[config.mk]
export PLATFORM = sky130hd
export DESIGN_NAME = hng_norm
export DESIGN_NICKNAME = d
export VERILOG_FILES = /design/src/hdl/hng_pkg.sv /design/src/hdl/hng_norm.sv
export VERILOG_INCLUDE_DIRS = /design/src /design/src/hdl
export SDC_FILE = /design/constraint.sdc
export NUM_CORES = 2
export LEC_CHECK = 0
export BUFFER_PORTS_ARGS = -buffer_cell sky130_fd_sc_hd__buf_2
export CAP_MARGIN = 20
export CORE_ASPECT_RATIO = 0.5
export CORE_UTILIZATION = 25
export CTS_CLUSTER_SIZE = 24
export DETAILED_ROUTE_END_ITERATION = 8
export GPL_TIMING_DRIVEN = 0
export PLACE_DENSITY = 0.49
export SLEW_MARGIN = 20
export SYNTH_ARGS = -nofsm -noshare
export SYNTH_HDL_FRONTEND = slang
export SYNTH_SLANG_ARGS = --single-unit
[constraint.sdc]
create_clock -name clk -period 15.1 [get_ports clk]
set_input_delay 4.53 -clock clk [delete_from_list [all_inputs] [get_ports clk]]
set_output_delay 4.53 -clock clk [all_outputs]
set_load 0.1 [all_outputs]
[src/hdl/heightmap_normal_generator_defines.svh]
// assertion macros for the heightmap normal generator
`ifndef HEIGHTMAP_NORMAL_GENERATOR_DEFINES_SVH
`define HEIGHTMAP_NORMAL_GENERATOR_DEFINES_SVH
`ifndef SYNTHESIS
`define HNG_ASSERT(name, prop, msg) \
    name: assert property (@(posedge clk) disable iff (!rst_n) prop) else $error(msg);
`define HNG_ASSERT_ALWAYS(name, prop, msg) \
    name: assert property (@(posedge clk) prop) else $error(msg);
`else
`define HNG_ASSERT(name, prop, msg)
`define HNG_ASSERT_ALWAYS(name, prop, msg)
`endif
`endif

[src/hdl/hng_pkg.sv]
package hng_pkg;

    localparam int CFG_IDX_W  = 1;
    localparam int CFG_DATA_W = 15;
    localparam int OUT_W      = 16;
    localparam int COL_W      = 10;
    localparam int ROW_W      = 14;
    localparam int GH_W       = 15;
    localparam int QB         = 15;

    localparam logic [CFG_IDX_W-1:0] CFG_GRID_WIDTH  = 1'b0;
    localparam logic [CFG_IDX_W-1:0] CFG_GRID_HEIGHT = 1'b1;

    localparam logic KIND_SAMPLE = 1'b0;
    localparam logic KIND_DRAIN  = 1'b1;

    localparam int Q14_ONE         = 16384;
    localparam int UP_UNIT         = 256;
    localparam int MAX_GRID_HEIGHT = 16384;
    localparam int GW_CFG_BITS     = 11;

endpackage

[src/hdl/hng_norm.sv]
module hng_norm #(
    parameter int SW = 20
) (
    input  logic                         clk,
    input  logic                         rst_n,
    input  logic                         start,
    input  logic signed [SW-1:0]         in_x,
    input  logic signed [SW-1:0]         in_y,
    input  logic signed [SW-1:0]         in_z,
    output logic                         done,
    output logic [hng_pkg::OUT_W-1:0]    res_x,
    output logic [hng_pkg::OUT_W-1:0]    res_y,
    output logic [hng_pkg::OUT_W-1:0]    res_z
);
    import hng_pkg::*;

    `include "heightmap_normal_generator_defines.svh"

    localparam int SQW = 2*SW + 2;
    localparam int LW  = SW + 1;
    localparam int DW  = SW + 2;
    localparam int NW  = SW + QB + 1;

    typedef enum logic [4:0] {
        N_IDLE = 5'b00001,
        N_SQ   = 5'b00010,
        N_ROOT = 5'b00100,
        N_DIV  = 5'b01000,
        N_DONE = 5'b10000
    } nstate_t;

    nstate_t           state_reg, state_next;
    logic [SW-1:0]     mag_reg [3];
    logic [SW-1:0]     mag_next [3];
    logic [2:0]        neg_reg, neg_next;
    logic [1:0]        idx_reg, idx_next;
    logic [3:0]        step_reg, step_next;
    logic [SQW-1:0]    acc_reg, acc_next;
    logic [SQW-1:0]    root_reg, root_next;
    logic [SQW-1:0]    bit_reg, bit_next;
    logic [DW-1:0]     drem_reg, drem_next;
    logic [QB-1:0]     nlow_reg, nlow_next;
    logic [QB-1:0]     q_reg, q_next;
    logic [OUT_W-1:0]  res_reg [3];
    logic [OUT_W-1:0]  res_next [3];

    logic [SW-1:0]     cur_mag;
    logic [2*SW-1:0]   sq_prod;
    logic [SQW-1:0]    trial;
    logic [LW-1:0]     len;
    logic [NW-1:0]     num;
    logic [DW:0]       dtrial;
    logic [DW:0]       dvs;
    logic              qbit;
    logic [QB-1:0]     q_new;
    logic [QB-1:0]     q_sat;
    logic [OUT_W-1:0]  q_signed;

    always_comb
    begin
        cur_mag  = mag_reg[idx_reg];
        sq_prod  = cur_mag * cur_mag;
        trial    = root_reg + bit_reg;
        len      = root_reg[LW-1:0];
        num      = (NW'(cur_mag) << QB) + NW'(len);
        dtrial   = {drem_reg, nlow_reg[QB-1]};
        dvs      = (DW+1)'({len, 1'b0});
        qbit     = (dtrial >= dvs);
        q_new    = {q_reg[QB-2:0], qbit};
        q_sat    = (q_new > QB'(Q14_ONE)) ? QB'(Q14_ONE) : q_new;
        q_signed = neg_reg[idx_reg] ? OUT_W'(-{1'b0, q_sat}) : OUT_W'({1'b0, q_sat});
    end

    always_comb
    begin
        state_next = state_reg;
        mag_next   = mag_reg;
        neg_next   = neg_reg;
        idx_next   = idx_reg;
        step_next  = step_reg;
        acc_next   = acc_reg;
        root_next  = root_reg;
        bit_next   = bit_reg;
        drem_next  = drem_reg;
        nlow_next  = nlow_reg;
        q_next     = q_reg;
        res_next   = res_reg;
        case (state_reg)
            N_IDLE:
            begin
                if (start)
                begin
                    mag_next[0] = in_x[SW-1] ? SW'(-in_x) : SW'(in_x);
                    mag_next[1] = in_y[SW-1] ? SW'(-in_y) : SW'(in_y);
                    mag_next[2] = in_z[SW-1] ? SW'(-in_z) : SW'(in_z);
                    neg_next    = {in_z[SW-1], in_y[SW-1], in_x[SW-1]};
                    acc_next    = '0;
                    idx_next    = 2'd0;
                    state_next  = N_SQ;
                end
            end
            N_SQ:
            begin
                acc_next = acc_reg + SQW'(sq_prod);
                if (idx_reg == 2'd2)
                begin
                    idx_next  = 2'd0;
                    root_next = '0;
                    bit_next  = SQW'(1) << (SQW-2);
                    if (acc_next == '0)
                    begin
                        res_next[0] = '0;
                        res_next[1] = '0;
                        res_next[2] = '0;
                        state_next  = N_DONE;
                    end
                    else
                    begin
                        state_next = N_ROOT;
                    end
                end
                else
                begin
                    idx_next = idx_reg + 2'd1;
                end
            end
            N_ROOT:
            begin
                if (acc_reg >= trial)
                begin
                    acc_next  = acc_reg - trial;
                    root_next = (root_reg >> 1) + bit_reg;
                end
                else
                begin
                    root_next = root_reg >> 1;
                end
                bit_next = bit_reg >> 2;
                if (bit_reg[0])
                begin
                    idx_next   = 2'd0;
                    step_next  = '0;
                    state_next = N_DIV;
                end
            end
            N_DIV:
            begin
                if (step_reg == '0)
                begin
                    drem_next = DW'(num[NW-1:QB]);
                    nlow_next = num[QB-1:0];
                    q_next    = '0;
                    step_next = 4'd1;
                end
                else
                begin
                    drem_next = qbit ? DW'(dtrial - dvs) : DW'(dtrial);
                    nlow_next = {nlow_reg[QB-2:0], 1'b0};
                    q_next    = q_new;
                    if (step_reg == 4'(QB))
                    begin
                        res_next[idx_reg] = q_signed;
                        step_next         = '0;
                        if (idx_reg == 2'd2)
                        begin
                            state_next = N_DONE;
                        end
                        else
                        begin
                            idx_next = idx_reg + 2'd1;
                        end
                    end
                    else
                    begin
                        step_next = step_reg + 4'd1;
                    end
                end
            end
            N_DONE:
            begin
                state_next = N_IDLE;
            end
            default:
            begin
                state_next = N_IDLE;
            end
        endcase
    end

    always_ff @(posedge clk or negedge rst_n)
    begin
        if (!rst_n)
        begin
            state_reg <= N_IDLE;
        end
        else
        begin
            state_reg <= state_next;
        end
    end

    always_ff @(posedge clk)
    begin
        mag_reg  <= mag_next;
        neg_reg  <= neg_next;
        idx_reg  <= idx_next;
        step_reg <= step_next;
        acc_reg  <= acc_next;
        root_reg <= root_next;
        bit_reg  <= bit_next;
        drem_reg <= drem_next;
        nlow_reg <= nlow_next;
        q_reg    <= q_next;
        res_reg  <= res_next;
    end

    assign done  = (state_reg == N_DONE);
    assign res_x = res_reg[0];
    assign res_y = res_reg[1];
    assign res_z = res_reg[2];

    `HNG_ASSERT(a_start_when_idle, start |-> state_reg == N_IDLE, "normaliser started while busy")
    `HNG_ASSERT_ALWAYS(a_done_single, done |=> !done, "normaliser done held for two cycles")
    `HNG_ASSERT(a_root_fits, state_reg == N_DIV |-> (root_reg >> LW) == '0, "root wider than expected")
    `HNG_ASSERT(a_res_range, done |-> ($signed(res_x) <= Q14_ONE && $signed(res_x) >= -Q14_ONE && $signed(res_z) <= Q14_ONE && $signed(res_z) >= -Q14_ONE), "normal component out of range")

endmodule

Word level (Yosys, flattened, before mapping):

Cells that the tools add are included.

* bits in registers: 299
* input bits: 63
* output and inout bits: 49

* $add $sub $neg: 12
* multipliers: 1
* order comparisons: 6
* equal/unequal tests: 16
* mux-type cells: 48
* bitwise gates (word level): 1
* reduce and logical (&&, ||, !) cells: 15

Operators with widths (count)
* 42-bit two-way mux: 5
* 48-bit two-way mux: 4
* 42-bit one-hot mux with 2 select lines: 2
* 42-bit one-hot mux with 3 select lines: 1
* 48-bit one-hot mux with 2 select lines: 1
* 20-bit negation: 3
* 19-bit two-way mux: 3
* 48-bit bitwise mux: 1
* 41-bit by 42-bit adder with 42-bit output: 1
* 42-bit by 40-bit adder with 42-bit output: 1
* 42-bit adder: 1
* 42-bit greater-or-equal comparator: 1
* 42-bit zero test: 1
* 42-bit subtractor: 1
* 20-bit binary-select mux with 2-bit select: 1
* 20-bit by 20-bit multiplier with 40-bit output: 1
* 20-bit two-way mux: 2
* 35-bit by 21-bit adder with 36-bit output: 1
* 5-bit two-way mux: 7
* 16-bit demux with 2-bit select: 1
* 16-bit two-way mux: 2
* 15-bit two-way mux: 2
* 23-bit by 22-bit greater-or-equal comparator with 1-bit output: 1
* 22-bit two-way mux: 1
* other kinds (34): 54

Logic depth before layout (Yosys ltp):

* depth in word-level cells: 10
* depth in mapped cells: 35
* gate-level depth less buffers: 31

Worst setup path before layout:

OpenSTA, ideal clock, no wires.

* path kind: reg2reg
* start point: register idx_reg[1]
* end point: register res_reg, in the netlist res_x[0], enable pin
* arrival: 11.161 ns
* required time: 14.641 ns
* setup slack: 3.480 ns
* stages on the path, launching flop included: 35
* path buffers: 4
* period minus slack after synthesis: 11.620 ns
* path through: edfxtp_1 > clkbuf_1 > clkbuf_1 > buf_1 > mux2i_1 > nor2_1 > a21oi_1 > inv_1 > clkbuf_1 > nand2_1 > fa_1 > inv_1 > fa_1 > inv_1 > fa_1 > inv_1 > fa_1 > inv_1 > fa_1 > inv_1 > fa_1 > inv_1 > fa_1 > inv_1 > ha_1 > a21oi_1 > o21ai_0 > or4_1 > a21oi_1 > xnor2_1 > or4b_1 > or3b_1 > or4_1 > or4_1 > o21ai_1

* longest elaborated chain between the ends: 9

RTL lines
* start: declaration: line hng_norm.sv:36 `logic [1:0] idx_reg, idx_next;`
* start signal: assignment: line hng_norm.sv:206 `idx_reg <= idx_next;`
* 2-bit inverter with 3-bit output (implied by the code): line hng_norm.sv:61 `cur_mag = mag_reg[idx_reg];`
* 20-bit binary-select mux with 2-bit select: line hng_norm.sv:61
* 20-bit two-way mux (implied by the code) (2 in a row): line hng_norm.sv:61
* 20-bit by 20-bit multiplier with 40-bit output: line hng_norm.sv:62 `sq_prod = cur_mag * cur_mag;`
* 42-bit by 40-bit adder with 42-bit output: line hng_norm.sv:104 `acc_next = acc_reg + SQW'(sq_prod);`
* 42-bit zero test: line hng_norm.sv:110 `if (acc_next == '0)`
* 2-bit inequality test (no line)
* 5-bit AND reduction (no line) *
* end signal: assignment: line hng_norm.sv:214 `res_reg <= res_next;`
* end: declaration: line hng_norm.sv:44 `logic [OUT_W-1:0] res_reg [3];`

Every way passes the cells marked *; elsewhere a longest branch is shown, timed or not. The select of a mux whose other input is x is not followed.
A chain may end at the register's enable or synchronous reset.

Worst setup path after layout:

* start point: register idx_reg[1]
* end point: register res_reg, in the netlist res_x[1], enable pin

The elaborated chain is that of the path after synthesis.

==> results.cfg <==
[clocking]
cts_tree = yes
clockRootBuffer = clkbuf_16
cts_hold_buf = 0
cts_setup_buffers = 0
cts_buffer_depth = 3
clk_pin_slew_ns = 0.06
cts_resized = 0
cts_sinks = 278
h-tree-depth = 2
cts_buffers = 35
clk_latency_ns = 0.58

[floorplanning]
start_util = 0.2527
die_w_um = 507.5
rows = 92
core_um2 = 126400
die_area_um2 = 129300
die_h_um = 254.8
io-pin-count = 112

[timing]
maxSlewHeadroom = 0.2706
maxSlewViolCount = 0
rsz0062_at_grt = false
finalSetupViolCount = 0
max_freq_mhz = 73.13
whs_ns = 0.5273
fin_crit_ns = 13.67
finClkSkew_ns = 0.02538
tightest_slew_ns = 1.082
finalCritPeriodShare = 0.9056
hold_violations = 0

[route]
firstDrtPassIters = 6
routed_wl_um = 103800
first_iter_violations = 2074
viasPerCell = 4.812
vias = 25640
drc = 0
wl_per_cell_um = 19.47
antenna_left = 0

[global_routing]
grt-ovfl-total = 0
grt.total_usage = 0.1607
antenna_found_initial = 1
grt_pass1_vias = 26040
grt_pass1_wl_um = 158100
grt_max_degree = 38

[flow_run]
maxCapViolations = 0

[placed_design]
gp_congestion = 0.9126
portBuffers = 111
dp.final_hpwl_um = 85940
placed_cell_area_um2 = 34860

[worst_setup_path]
critical_path_required_ns = 15.36
r2r-end = res_x[1]$_SDFFCE_PN0P_
reg2regPathDepth = 36
crit_path_end_kind = flop
regToRegSetupSlack_ns = 1.43
path_common_cell = inv_1
path_class = reg -> reg
r2r_start = idx_reg[1]$_DFFE_PP_
cp_max_fo = 25
cp.arrival_ns = 13.94
cpMaxStageDelayCell = clkbuf_1
critPathCapture = res_x[1]$_SDFFCE_PN0P_
crit_path_start_kind = flop
max_stage_delay_ns = 0.78
worstSetupStartpoint = idx_reg[1]$_DFFE_PP_

[synth]
synth_edf_count = 273
ys_seq_elements = 278
synth.distinct_cells = 79
synth.area.top_cells = edfxtp_1 (26%), fa_1 (20%), ha_1 (10%), inv_1 (6.4%), xnor2_1 (4.3%)
synth_top_area_cell = edfxtp_1
ys.warnings.count = 0
synth-async-reset-ratio = 0.01799
syn_area_um2 = 31940
syn_nets = 4103
synth_ff_type = edfxtp_1
syn_inst = 3450
synth-seq-area-share = 0.2606
synth_top_area_share = 0.2566
syn_avg_cell_area_um2 = 9.259

[status]
outcome = finished clean

[layout]
largest_reg_flops = 60
final_cell_area_um2 = 35970
fin_util = 0.2846
final_net_count = 4261
syn2layout_area_growth_pct = 12.61
drive_above_1_share = 0.05834

[hold_path]
hold_class = reg -> reg
-- per-layer routing --
layer,global-route usage,vias to the layer above,part of all wire
met4,0.03766,0,0.021
met3,0.02952,110,0.072
li1,-,12000,-
met2,0.2641,749,0.45
met5,0,-,0
met1,0.2180,12780,0.45
-- placed cells by master, fill, tap and decap left out, types with 8 or more instances in the layout --
cell,count
inv_1,543
fa_1,322
nand2_1,302
nor2_1,281
edfxtp_1,273
ha_1,268
a21oi_1,172
o21ai_0,167
xnor2_1,155
buf_2,111
clkbuf_1,102
xor2_1,77
a21o_1,69
a211oi_1,58
nand3_1,52
nand2b_1,44
and2_1,43
nor3_1,41
a31oi_1,39
mux2i_1,37
nor2b_1,36
clkbuf_16,35
or3_1,30
o31ai_1,28
o21bai_1,27
and3_1,26
o22ai_1,24
nand4_1,19
o21a_1,19
nor4_1,19
o211ai_1,16
or4_1,16
nand3b_1,15
a211o_1,10
buf_1,10
clkinv_1,9
or2_2,8
-- layout make-up --
type	count	area, um2
Clock buffer	43	905.9
Tap cell	1692	2117
Multi-Input combinational cell	2515	21210
Fill cell	13440	90420
Sequential cell	278	8324
Buffer	108	425.4
Antenna cell	2	5.005
Inverter	549	2061
Timing Repair Buffer	121	734.5
Clock inverter	20	191.4
-- cells by family after synthesis --
logic type	after synthesis	synth area share
AOI/OAI and AO/OA	703	0.1398
xor gates and xnor gates	232	0.06361
muxes	38	0.01195
DFF	278	0.2606
buffers and inverters	657	0.07772
adders and majority gates	590	0.3068
and+or+nand+nor	952	0.1396
-- worst max-delay path: cells and delay by family (launching register included) --
kind | cells | cell delay (ns)
AND/OR/NAND/NOR | 6 | 3.22
AO/OA/AOI/OAI | 7 | 2.22
buffers and inverters | 14 | 3.31
adder cells (fa/ha/maj) | 8 | 4.05
flip-flops | 1 | 0.41
XOR/XNOR | 1 | 0.14
-- Yosys cell counts, drive strengths merged (8+ instances only) --
master  count
a211o      11
a211oi     58
a21o       70
a21oi     176
a31oi      39
and2       43
and3       26
buf        12
clkbuf     95
edfxtp    273
fa        322
ha        268
inv       545
mux2i      37
nand2     303
nand2b     44
nand3      52
nand3b     15
nand4      19
nor2      282
nor2b      36
nor3       41
nor4       19
o211ai     16
o21a       19
o21ai     172
o21bai     27
o22ai      24
o31ai      28
o41ai       8
or2         8
or3        31
or4        16
xnor2     155
xor2       77
-- worst min-delay path by stage --
| stage | startpoint | to | depth (start not counted) |
|---|---|---|---|
| floorplan | nlow_reg[9]$_DFFE_PP_ | nlow_reg[10]$_DFFE_PP_ | 2 |
| global placement | nlow_reg[11]$_DFFE_PP_ | nlow_reg[12]$_DFFE_PP_ | 2 |
| detailed placement | nlow_reg[10]$_DFFE_PP_ | nlow_reg[11]$_DFFE_PP_ | 2 |
| CTS | nlow_reg[10]$_DFFE_PP_ | nlow_reg[11]$_DFFE_PP_ | 2 |
| global route | nlow_reg[2]$_DFFE_PP_ | nlow_reg[3]$_DFFE_PP_ | 2 |
| finish | nlow_reg[11]$_DFFE_PP_ | nlow_reg[12]$_DFFE_PP_ | 2 |
-- through the flow --
stage	TNS, ns	instances	setup slack, ns
CTS	0	5326	1.556
finish	0	5328	1.426
floorplan	0	3450	3.480
global placement	-0.9982	5253	-0.02521
detailed placement	0	5263	1.615
global route	0	5326	0.9777
Power is left out: the tool's default activity adds up to more than one toggle a clock period on the data nets, which glitch-free logic cannot reach.
